[src/design/ffem_pkg.sv]
// ----------------------------------------------------------------------------
// ffem_pkg
// Shared types, codes and constants of the force-feedback effect mixer.
// ----------------------------------------------------------------------------
package ffem_pkg;

  localparam int DEF_TABLE_ENTRIES = 8;

  localparam int CFG_IDX_W  = 2;
  localparam int CFG_DATA_W = 19;
  localparam int LIMIT_W    = 15;
  localparam int DBAND_W    = 19;
  localparam int TERM_W     = 37;

  localparam logic [CFG_IDX_W-1:0] REG_TORQUE_LIMIT  = 2'd0;
  localparam logic [CFG_IDX_W-1:0] REG_CURRENT_LIMIT = 2'd1;
  localparam logic [CFG_IDX_W-1:0] REG_FRICTION_DB   = 2'd2;

  localparam logic [LIMIT_W-1:0] TORQUE_LIMIT_RST  = 15'd20480;
  localparam logic [LIMIT_W-1:0] CURRENT_LIMIT_RST = 15'd25600;
  localparam logic [DBAND_W-1:0] FRICTION_DB_RST   = 19'd410;

  localparam logic CMD_SET     = 1'b0;
  localparam logic CMD_COMPUTE = 1'b1;

  localparam logic [2:0] KIND_CONSTANT = 3'd0;
  localparam logic [2:0] KIND_SPRING   = 3'd1;
  localparam logic [2:0] KIND_DAMPER   = 3'd2;
  localparam logic [2:0] KIND_FRICTION = 3'd3;

  typedef struct packed {
    logic               command;
    logic [7:0]         fx_id;
    logic [2:0]         effect_kind;
    logic               enable;
    logic signed [15:0] magnitude;
    logic signed [15:0] gain;
    logic signed [15:0] position;
    logic signed [19:0] velocity;
  } in_t;

  typedef struct packed {
    logic [5:0]         slot_used;
    logic               slot_overwritten;
    logic signed [15:0] torque_sum;
    logic signed [15:0] current_command;
  } out_t;

  typedef struct packed {
    logic [7:0]         id;
    logic [2:0]         kind;
    logic               en;
    logic signed [15:0] magnitude;
    logic signed [15:0] gain;
  } entry_t;

  typedef struct packed {
    logic               valid;
    logic signed [15:0] position;
    logic signed [19:0] velocity;
    logic [DBAND_W-1:0] deadband;
  } term_ctl_t;

endpackage

[src/design/force_feedback_effect_mixer.sv]
// ----------------------------------------------------------------------------
// force_feedback_effect_mixer
// Steps: each filled table entry is read in turn and the read and term
// registers drain; then a set item writes its slot, while a compute item
// is scaled, rounded and limited to a current. An empty table has no reads.
// Items are handled one at a time; the next is taken once the result is queued.
// Reset clears the fill count and handshake, reloads the limits and the
// deadband, and leaves the table contents, never read before being written.
// ----------------------------------------------------------------------------
module force_feedback_effect_mixer
  import ffem_pkg::*;
#(
  parameter int TABLE_ENTRIES = DEF_TABLE_ENTRIES
) (
  input  logic                  clk,
  input  logic                  rst_n,
  input  logic                  in_valid,
  output logic                  in_ready,
  input  in_t                   in_data,
  output logic                  out_valid,
  input  logic                  out_ready,
  output out_t                  out_data,
  input  logic                  cfg_wr_en,
  input  logic [CFG_IDX_W-1:0]  cfg_index,
  input  logic [CFG_DATA_W-1:0] cfg_wdata
);

  localparam int IDX_W  = (TABLE_ENTRIES > 1) ? $clog2(TABLE_ENTRIES) : 1;
  localparam int CNT_W  = $clog2(TABLE_ENTRIES + 1);
  localparam int SUM_W  = TERM_W + IDX_W + 1;
  localparam int S10_W  = SUM_W + 4;
  localparam int RND_W  = S10_W - 16;
  localparam logic [CNT_W-1:0] FULL_CNT = CNT_W'(TABLE_ENTRIES);
  localparam logic [IDX_W-1:0] LAST_IDX = IDX_W'(TABLE_ENTRIES - 1);

  localparam logic [2:0] S_IDLE  = 3'd0;
  localparam logic [2:0] S_SCAN  = 3'd1;
  localparam logic [2:0] S_DRAIN = 3'd2;
  localparam logic [2:0] S_SETWR = 3'd3;
  localparam logic [2:0] S_SCALE = 3'd4;
  localparam logic [2:0] S_ROUND = 3'd5;
  localparam logic [2:0] S_CUR   = 3'd6;

  logic [2:0]               state_r, state_nxt;
  in_t                      item_r;
  logic [CNT_W-1:0]         count_r;
  logic [IDX_W-1:0]         rd_addr_r;
  logic                     v1_r;
  logic [IDX_W-1:0]         a1_r;
  logic                     hit_r;
  logic [IDX_W-1:0]         hit_slot_r;
  logic signed [SUM_W-1:0]  acc_r;
  logic signed [S10_W-1:0]  acc10_r;
  logic signed [15:0]       tq_r;
  logic [LIMIT_W-1:0]       torque_limit_r;
  logic [LIMIT_W-1:0]       current_limit_r;
  logic [DBAND_W-1:0]       deadband_r;
  logic                     out_valid_r;
  out_t                     out_r;

  logic                     in_fire;
  logic                     out_free;
  logic                     rd_en;
  logic                     last_rd;
  logic                     tbl_we;
  logic [IDX_W-1:0]         set_slot;
  logic                     set_over;
  entry_t                   wr_entry;
  entry_t                   rd_entry;
  term_ctl_t                term_ctl;
  logic                     term_valid;
  logic signed [TERM_W-1:0] term;
  logic signed [S10_W-1:0]  acc_x;
  logic signed [S10_W-1:0]  acc10_nxt;
  logic signed [S10_W-1:0]  biased;
  logic signed [RND_W-1:0]  rounded;
  logic signed [RND_W-1:0]  tl_x;
  logic signed [15:0]       tq_nxt;
  logic signed [19:0]       tq_x;
  logic signed [19:0]       tq10;
  logic signed [19:0]       cl_x;
  logic signed [15:0]       cur_nxt;

  assign in_ready = (state_r == S_IDLE);
  assign in_fire  = in_valid && in_ready;
  assign out_free = !out_valid_r || out_ready;
  assign rd_en    = (state_r == S_SCAN);
  assign last_rd  = (CNT_W'(rd_addr_r) == (count_r - CNT_W'(1)));

  always_comb begin
    wr_entry.id        = item_r.fx_id;
    wr_entry.kind      = item_r.effect_kind;
    wr_entry.en        = item_r.enable;
    wr_entry.magnitude = item_r.magnitude;
    wr_entry.gain      = item_r.gain;
    set_over = 1'b0;
    if (hit_r) begin
      set_slot = hit_slot_r;
    end else if (count_r < FULL_CNT) begin
      set_slot = count_r[IDX_W-1:0];
    end else begin
      set_slot = LAST_IDX;
      set_over = 1'b1;
    end
    tbl_we = (state_r == S_SETWR) && out_free;
  end

  ffem_table #(.ENTRIES(TABLE_ENTRIES)) u_table (
    .clk   (clk),
    .we    (tbl_we),
    .waddr (set_slot),
    .wdata (wr_entry),
    .re    (rd_en),
    .raddr (rd_addr_r),
    .rdata (rd_entry)
  );

  always_comb begin
    term_ctl.valid    = v1_r && (item_r.command == CMD_COMPUTE);
    term_ctl.position = item_r.position;
    term_ctl.velocity = item_r.velocity;
    term_ctl.deadband = deadband_r;
  end

  ffem_term u_term (
    .clk        (clk),
    .rst_n      (rst_n),
    .ctl        (term_ctl),
    .entry      (rd_entry),
    .term_valid (term_valid),
    .term       (term)
  );

  always_comb begin
    acc_x     = {{(S10_W-SUM_W){acc_r[SUM_W-1]}}, acc_r};
    acc10_nxt = (acc_x <<< 3) + (acc_x <<< 1);
    biased    = acc10_r + S10_W'(32768);
    rounded   = RND_W'(biased >>> 16);
    tl_x      = RND_W'({1'b0, torque_limit_r});
    if (rounded > tl_x) begin
      tq_nxt = 16'(tl_x);
    end else if (rounded < -tl_x) begin
      tq_nxt = 16'(-tl_x);
    end else begin
      tq_nxt = 16'(rounded);
    end
    tq_x = {{4{tq_r[15]}}, tq_r};
    tq10 = (tq_x <<< 3) + (tq_x <<< 1);
    cl_x = {5'b0, current_limit_r};
    if (tq10 > cl_x) begin
      cur_nxt = 16'(cl_x);
    end else if (tq10 < -cl_x) begin
      cur_nxt = 16'(-cl_x);
    end else begin
      cur_nxt = 16'(tq10);
    end
  end

  always_comb begin
    state_nxt = state_r;
    unique case (state_r)
      S_IDLE: begin
        if (in_fire) begin
          state_nxt = (count_r == '0) ? S_DRAIN : S_SCAN;
        end
      end
      S_SCAN: begin
        if (last_rd) begin
          state_nxt = S_DRAIN;
        end
      end
      S_DRAIN: begin
        if (!v1_r && !term_valid) begin
          state_nxt = (item_r.command == CMD_SET) ? S_SETWR : S_SCALE;
        end
      end
      S_SETWR: begin
        if (out_free) begin
          state_nxt = S_IDLE;
        end
      end
      S_SCALE: state_nxt = S_ROUND;
      S_ROUND: state_nxt = S_CUR;
      S_CUR: begin
        if (out_free) begin
          state_nxt = S_IDLE;
        end
      end
      default: state_nxt = S_IDLE;
    endcase
  end

  always_ff @(posedge clk) begin
    if (!rst_n) begin
      state_r         <= S_IDLE;
      count_r         <= '0;
      v1_r            <= 1'b0;
      hit_r           <= 1'b0;
      out_valid_r     <= 1'b0;
      torque_limit_r  <= TORQUE_LIMIT_RST;
      current_limit_r <= CURRENT_LIMIT_RST;
      deadband_r      <= FRICTION_DB_RST;
    end else begin
      state_r <= state_nxt;
      v1_r    <= rd_en;
      if (cfg_wr_en) begin
        unique case (cfg_index)
          REG_TORQUE_LIMIT:  torque_limit_r  <= cfg_wdata[LIMIT_W-1:0];
          REG_CURRENT_LIMIT: current_limit_r <= cfg_wdata[LIMIT_W-1:0];
          REG_FRICTION_DB:   deadband_r      <= cfg_wdata[DBAND_W-1:0];
          default: ;
        endcase
      end
      if (in_fire) begin
        hit_r <= 1'b0;
      end else if (v1_r && !hit_r && (item_r.command == CMD_SET)
                   && (rd_entry.id == item_r.fx_id)) begin
        hit_r <= 1'b1;
      end
      if (tbl_we && !hit_r && (count_r < FULL_CNT)) begin
        count_r <= count_r + CNT_W'(1);
      end
      if (((state_r == S_SETWR) || (state_r == S_CUR)) && out_free) begin
        out_valid_r <= 1'b1;
      end else if (out_valid_r && out_ready) begin
        out_valid_r <= 1'b0;
      end
    end
  end

  always_ff @(posedge clk) begin
    if (in_fire) begin
      item_r    <= in_data;
      rd_addr_r <= '0;
      acc_r     <= '0;
    end else begin
      if (rd_en) begin
        rd_addr_r <= rd_addr_r + IDX_W'(1);
      end
      if (term_valid) begin
        acc_r <= acc_r + {{(SUM_W-TERM_W){term[TERM_W-1]}}, term};
      end
    end
    a1_r <= rd_addr_r;
    if (v1_r && !hit_r && (rd_entry.id == item_r.fx_id)) begin
      hit_slot_r <= a1_r;
    end
    if (state_r == S_SCALE) begin
      acc10_r <= acc10_nxt;
    end
    if (state_r == S_ROUND) begin
      tq_r <= tq_nxt;
    end
    if ((state_r == S_SETWR) && out_free) begin
      out_r.slot_used        <= 6'(set_slot);
      out_r.slot_overwritten <= set_over;
      out_r.torque_sum       <= 16'sd0;
      out_r.current_command  <= 16'sd0;
    end else if ((state_r == S_CUR) && out_free) begin
      out_r.slot_used        <= 6'd0;
      out_r.slot_overwritten <= 1'b0;
      out_r.torque_sum       <= tq_r;
      out_r.current_command  <= cur_nxt;
    end
  end

  assign out_valid = out_valid_r;
  assign out_data  = out_r;

endmodule

[src/design/ffem_table.sv]
// ----------------------------------------------------------------------------
// ffem_table
// Effect table: single write port, one registered read port.
// ----------------------------------------------------------------------------
module ffem_table
  import ffem_pkg::*;
#(
  parameter int ENTRIES = DEF_TABLE_ENTRIES,
  localparam int IDX_W = (ENTRIES > 1) ? $clog2(ENTRIES) : 1
) (
  input  logic             clk,
  input  logic             we,
  input  logic [IDX_W-1:0] waddr,
  input  entry_t           wdata,
  input  logic             re,
  input  logic [IDX_W-1:0] raddr,
  output entry_t           rdata
);

  entry_t mem [ENTRIES];
  entry_t rdata_r;

  always_ff @(posedge clk) begin
    if (we) begin
      mem[waddr] <= wdata;
    end
    if (re) begin
      rdata_r <= mem[raddr];
    end
  end

  assign rdata = rdata_r;

endmodule

[src/design/ffem_term.sv]
// ----------------------------------------------------------------------------
// ffem_term
// Per-entry torque term at Q.16 scale, before the common factor of ten.
// ----------------------------------------------------------------------------
module ffem_term
  import ffem_pkg::*;
(
  input  logic                     clk,
  input  logic                     rst_n,
  input  term_ctl_t                ctl,
  input  entry_t                   entry,
  output logic                     term_valid,
  output logic signed [TERM_W-1:0] term
);

  logic signed [15:0]       a_op;
  logic signed [20:0]       b_op;
  logic signed [20:0]       pos_x;
  logic signed [20:0]       vel_x;
  logic signed [20:0]       db_x;
  logic signed [TERM_W-1:0] term_r;
  logic                     term_valid_r;

  always_comb begin
    pos_x = {{5{ctl.position[15]}}, ctl.position};
    vel_x = {ctl.velocity[19], ctl.velocity};
    db_x  = {2'b00, ctl.deadband};
    a_op  = (entry.kind == KIND_CONSTANT) ? entry.magnitude : entry.gain;
    b_op  = 21'sd0;
    if (entry.en) begin
      unique case (entry.kind)
        KIND_CONSTANT: b_op = 21'sd4096;
        KIND_SPRING:   b_op = 21'sd0 - pos_x;
        KIND_DAMPER:   b_op = 21'sd0 - vel_x;
        KIND_FRICTION: begin
          if (vel_x > db_x) begin
            b_op = -21'sd4096;
          end else if (vel_x < (21'sd0 - db_x)) begin
            b_op = 21'sd4096;
          end
        end
        default: b_op = 21'sd0;
      endcase
    end
  end

  always_ff @(posedge clk) begin
    if (!rst_n) begin
      term_valid_r <= 1'b0;
    end else begin
      term_valid_r <= ctl.valid;
    end
    term_r <= a_op * b_op;
  end

  assign term_valid = term_valid_r;
  assign term       = term_r;

endmodule

[config.mk]
export PLATFORM = sky130hd
export DESIGN_NAME = force_feedback_effect_mixer
export DESIGN_NICKNAME = d
export VERILOG_FILES = /design/src/design/ffem_pkg.sv /design/src/design/force_feedback_effect_mixer.sv /design/src/design/ffem_table.sv /design/src/design/ffem_term.sv
export SDC_FILE = /design/constraint.sdc
export NUM_CORES = 2
export LEC_CHECK = 0
export BUFFER_PORTS_ARGS = -buffer_cell sky130_fd_sc_hd__buf_4
export CAP_MARGIN = 20
export CORE_MARGIN = 2
export CORE_UTILIZATION = 55
export CTS_BUF_LIST = sky130_fd_sc_hd__clkbuf_4 sky130_fd_sc_hd__clkbuf_8 sky130_fd_sc_hd__clkbuf_16
export DETAILED_ROUTE_END_ITERATION = 10
export GPL_ROUTABILITY_DRIVEN = 0
export PLACE_DENSITY = 0.77
export SYNTH_ARGS = -nofsm -noshare
export SYNTH_HDL_FRONTEND = slang
export SYNTH_HIERARCHICAL = 1
export SYNTH_SLANG_ARGS = --single-unit
[constraint.sdc]
create_clock -name clk -period 26.6 [get_ports clk]
set_clock_uncertainty 0.15 [all_clocks]
set_input_delay 2.66 -clock clk [delete_from_list [all_inputs] [get_ports clk]]
set_output_delay 2.66 -clock clk [all_outputs]
set_load 0.1 [all_outputs]
== After elaboration in Yosys (flattened, before gate mapping) ==
Memories as Yosys holds them, arrays and structs flattened. A register that Yosys moved wholly into a read port is not among the register bits.
Cells that the tools add are included.
Widths: inputs -> output; s select.
Storage, ports and cells
  register bits: 325
  bits in writable memories: 352
  output and inout bits: 41
  word-level logic and storage cells: 126
  memories kept: 1
Cells by class
  add/sub/neg operators: 12
  multipliers: 1
  magnitude comparators: 7
  equal/unequal tests: 17
  multiplexer cells: 26
  bitwise gates (word level): 2
  reduce and logical (&&, ||, !) cells: 31
Memory list
  u_table.mem: words 8, bits a word 44, rd ports 1, clocked after Yosys merged registers in 1, write ports 1, RTL line ffem_table.sv:20  | entry_t mem [ENTRIES];
Operators with widths (number)
  $pmux 21 s4: 1
  $mux 36: 2
  $mux 16: 4
  $add 44x42->45: 1
  $add 45x17->45 const B: 1
  $mux 21: 2
  $add 41x41->41: 1
  $lt 20x20->1: 2
  $mul 16x21->37: 1
  $gt 29x16->1: 1
  $lt 29x29->1: 1
  $neg 15->29: 1
  $mux 3: 7
  $sub 1x20->21 const A: 1
  $add 19x17->20: 1
  $gt 20x16->1: 1
  $gt 20x20->1: 1
  $neg 15->20: 1
  $sub 1x19->20 const A: 1
  $pmux 3 s6: 1
  $sub 1x16->17 const A: 1
  $mux 15: 1
  $logic_and 1x1->1: 13
  $mux 13: 1
  25 further kinds: 48

== Logic depth before layout (Yosys ltp) ==
  depth after elaboration: 7
  depth in mapped cells: 37

== Hierarchy ==
The synthesis kept the hierarchy.
By module, submodules not included
  force_feedback_effect_mixer: times used 1, cells each 1820, area each 17100.2 sq um, sequential area each 6786.5 sq um
  ffem_term: times used 1, cells each 1737, area each 15162.0 sq um, sequential area each 760.7 sq um
  ffem_table: times used 1, cells each 566, area each 14626.5 sq um, sequential area each 11891.4 sq um

== Worst setup path before layout ==
Ideal clock, no wire load.
  path type: register to register
  start: reg deadband_r[2]
  end: reg u_term.term_r[33], in the netlist u_term/term[33]
  setup time: 127 ps
  data arrival time: 8414 ps
  data required time: 26323 ps
  setup slack: 17909 ps
  stages on the path, launching flop included: 36
  buffers on the path: 1
  clock period less this slack: 8691 ps
  cells stage by stage: dfxtp_1 > nor3_1 > nand2_1 > nor4_1 > nand3_1 > nor4_1 > xnor2_1 > ha_1 > nand4_1 > nor2_1 > o21ai_0 > a31o_2 > a31oi_1 > o21ai_0 > a41oi_2 > buf_6 > nor2_1 > fa_1 > inv_1 > fa_1 > fa_1 > fa_1 > inv_1 > fa_1 > inv_1 > fa_1 > inv_1 > ha_1 > o21ai_0 > o21ai_0 > a2111oi_0 > a211oi_1 > a41o_1 > a2111oi_0 > nor3_1 > xor2_1
On the way
  word-level cells in the longest chain between the ends: 7
Ends and longest elaborated chain
  from (decl): RTL line force_feedback_effect_mixer.sv:57  | logic [DBAND_W-1:0] deadband_r;
  from (signal assigned): RTL line force_feedback_effect_mixer.sv:210  | REG_FRICTION_DB: deadband_r <= cfg_wdata[DBAND_W-1:0];
  $sub 1x19->20: RTL line ffem_term.sv:38  | end else if (vel_x < (21'sd0 - db_x)) begin
  $lt 20x20->1: RTL line ffem_term.sv:38
  $mux 13: RTL line ffem_term.sv:38
  $mux 21 *: RTL line ffem_term.sv:36  | if (vel_x > db_x) begin
  $pmux 21 s4 *: RTL line ffem_term.sv:31  | unique case (entry.kind)
  $mux 21 *: RTL line ffem_term.sv:30  | if (entry.en) begin
  $mul 16x21->37 *: RTL line ffem_term.sv:53  | term_r <= a_op * b_op;
  to (signal assigned): RTL line ffem_term.sv:53
  to (decl): RTL line ffem_term.sv:21  | logic signed [TERM_W-1:0] term_r;
Mark *: on every way between the ends. The rest lies on a longest branch, timed or not.
A chain may end at the register's enable or synchronous reset.

== Worst setup path after layout ==
Same ends and word-level chain as after synthesis.

==> results.ini <==
[status]
status = completed

[worst_setup_path]
setup.worst_path.start_class = flip-flop
crit_fanout = 16
critical_path_class = reg2reg
critPathSlowestCell = a41oi_2
worstPathRequired_ns = 26.95
endpoint_kind = flip-flop
reg2reg_slack_ns = 16.10
critPathArrivalTime_ns = 10.85
r2r_end = u_term/term[33]
rr_worst_depth = 32
cpMostUsedCell = fa_1
slowest_delay_ns = 0.92
r2r-start = deadband_r[2]

[sta]
hold_violations = 0
layout_min_cycle_time_ns = 10.50
fin_crit_sh = 0.395
relSlewSlack = 0.162
max_freq_mhz = 95.2
worst_pin_slew_ns = 1.23
rsz0062_at_grt = false
slew_violations = 0
finalSetupViolCount = 0
final.setup.tns_ns = 0
fin_ws_ns = 16.10

[drt]
antenna_left = 0
vias = 32000
drc = 0
post_drt_wl_per_cell_um = 20.2
vias_per_cell = 5.86
dr.pass1.iters = 7
drt-total-wl_mm = 110
drtIter0Drc = 2511

[flow_run]
drv_cap = 0

[grt]
grt_max_degree = 73
track_usage = 0.255
grt_pass1_vias = 32100
overflow = 0
grt_pass1_wl_mm = 174
antenna_found_initial = 1

[clock_tree]
numCtsBuffers = 76
worstSkewPairLatency_ns = 0.68
cts_setup_buffers = 0
clockRootBuffer = clkbuf_16
cts_hold_buf = 0
clk_pin_slew_ns = 0.06
ctsHtreeMaxLevel = 3
cts_max_path_buffers = 3
cts.sinks = 706
cts_resized = 0
cts_tree = built

[floorplan]
die_x_um = 296
rows = 107
core-area_um2 = 84900
dieHeight_um = 296
die-area_um2 = 87600
start_util = 0.552
io_pins = 148

[pwr]
power_leakage_uw = 0.0209
peakVddDrop_uv = 63.1
power.density_nw_per_um2 = 82.9

[cells_and_area]
drive_above_1_share = 0.123
fin_cells = 5459
syn_to_final_growth_pct = 10.6
final_util = 0.611
antenna_cells = 0
fin_nets = 5000

[yosys]
synth_top_area_cell = edfxtp_1
synth_top_cell_area_share = 0.339
synthArstFlopShare = 0
ys.flop_type = edfxtp_1
yosysSeqAreaShare = 0.415
syn_area_um2 = 46900
syn_inst = 4123
synthTopCellsByArea = edfxtp_1 (34%), fa_1 (14%), ha_1 (8.2%)
yosys_warnings = 6
synth_edf_count = 530
yosysUniqueCellTypes = 92
ys_seq_elements = 706
syn_area_per_cell_um2 = 11.4

[worst_hold_path]
holdPathEnd = hit_slot_r[0]
hold_class = reg2reg
hold_depth = 0
min_from = a1_r[0]

[placed_design]
dp.cells = 5317
port_buffers = 144
dpl.hpwl_mm = 76.0
dp_slack_ns = 16.37

-- layout by cell type (no fill, tap or decap), drive strengths merged, types with 76 or more instances in the layout --
cell type	Yosys	layout
inv	451	456
xnor2	156	156
buf	41	185
fa	334	334
edfxtp	530	530
clkbuf	95	90
nor2	288	288
dfxtp	176	176
nand2	438	438
mux4	88	88
mux2i	76	76
ha	307	307
a21oi	168	168
o21ai	117	117
-- Yosys cell counts, drive strengths merged, types with 9 or more instances --
cell,number
nor2,288
a2111oi,9
a21boi,44
xor2,59
edfxtp,530
a21oi,168
mux2i,76
o31ai,11
a31oi,24
buf,41
nor3,69
o21ai,117
nand2b,54
mux2,65
and3,32
xnor2,156
nor2b,39
dfxtp,176
a211oi,21
nor4,27
mux4,88
inv,451
o21a,32
ha,307
nor3b,9
nand4,31
fa,334
a21o,61
or3,17
or2,10
clkbuf,95
nand2,438
o211ai,25
and2,30
nand3,72
-- power breakdown --
part           switching (uW)  internal (uW)  total (uW)
Combinational            1070            669        1730
Clock                     462            610        1070
Sequential                123           1370        1490
-- cell type report --
cell class                      count  area, um2
Clock inverter                     51        579
Fill cell                        6578      33000
Timing Repair Buffer              185       1400
Tap cell                         1144       1430
Sequential cell                   706      19400
Inverter                          452       1700
Clock buffer                       90       2030
Multi-Input combinational cell   2831      25300
-- logic make-up (layout without fill, tap and decap cells) --
logic type	after synthesis	after routing	synth area share
buf+inv	588	778	0.0497
xor+xnor	215	215	0.0402
simple gates	1151	1151	0.114
flops	706	706	0.415
mux	229	229	0.0749
fa+ha+maj	642	642	0.225
other cells	1	3	0.0000800
compound gates	591	591	0.0821
-- critical path, delay by kind of cell, from the launching register on --
kind,cells,cell delay (ns)
buf+inv,2,0.11
xor+xnor,2,0.26
flops,1,0.35
compound gates,11,3.52
simple gates,9,2.24
fa+ha+maj,8,3.71
-- per-stage QoR --
stage | total power (uW) | hold slack, ns | area [um2]
after floorplan | 2800 | 0.235 | 46900
after CTS | 4310 | 0.251 | 51800
after global routing | 4570 | 0.261 | 51800
after detailed placement | 3220 | 0.239 | 49200
final | 4300 | 0.250 | 51800
after global placement | 3180 | 0.237 | 49200
-- sequential cells by signal (all words and copies together), names as in the netlist --
name	cells
a1_r	3
acc10_r	30
acc_r	41
count_r	4
current_limit_r	15
deadband_r	19
hit_r	1
hit_slot_r	3
item_r	81
out_data	36
out_valid	1
rd_addr_r	3
state_r	3
torque_limit_r	15
tq_r	16
u_table/mem	352
u_table/rdata	44
u_term/term	37
u_term/term_valid	1
v1_r	1
-- worst max path at each step --
stage                             start               to  slack (ns)  cells after the start
after global placement    deadband_r[2]  u_term/term[33]       16.53                     34
after CTS                 deadband_r[2]  u_term/term[33]       16.26                     32
final                     deadband_r[2]  u_term/term[33]       16.10                     32
after floorplan           deadband_r[2]  u_term/term[33]       17.91                     35
after global routing      deadband_r[2]  u_term/term[33]       15.56                     32
after detailed placement  deadband_r[2]  u_term/term[33]       16.37                     32
-- metal layers --
layer | track usage | routed length [um]
met5 | 0 | 0
met3 | 0.0448 | 8750
met2 | 0.422 | 53100
met4 | 0.0935 | 3850
met1 | 0.339 | 44700
(Power assumes the default switching activity.)
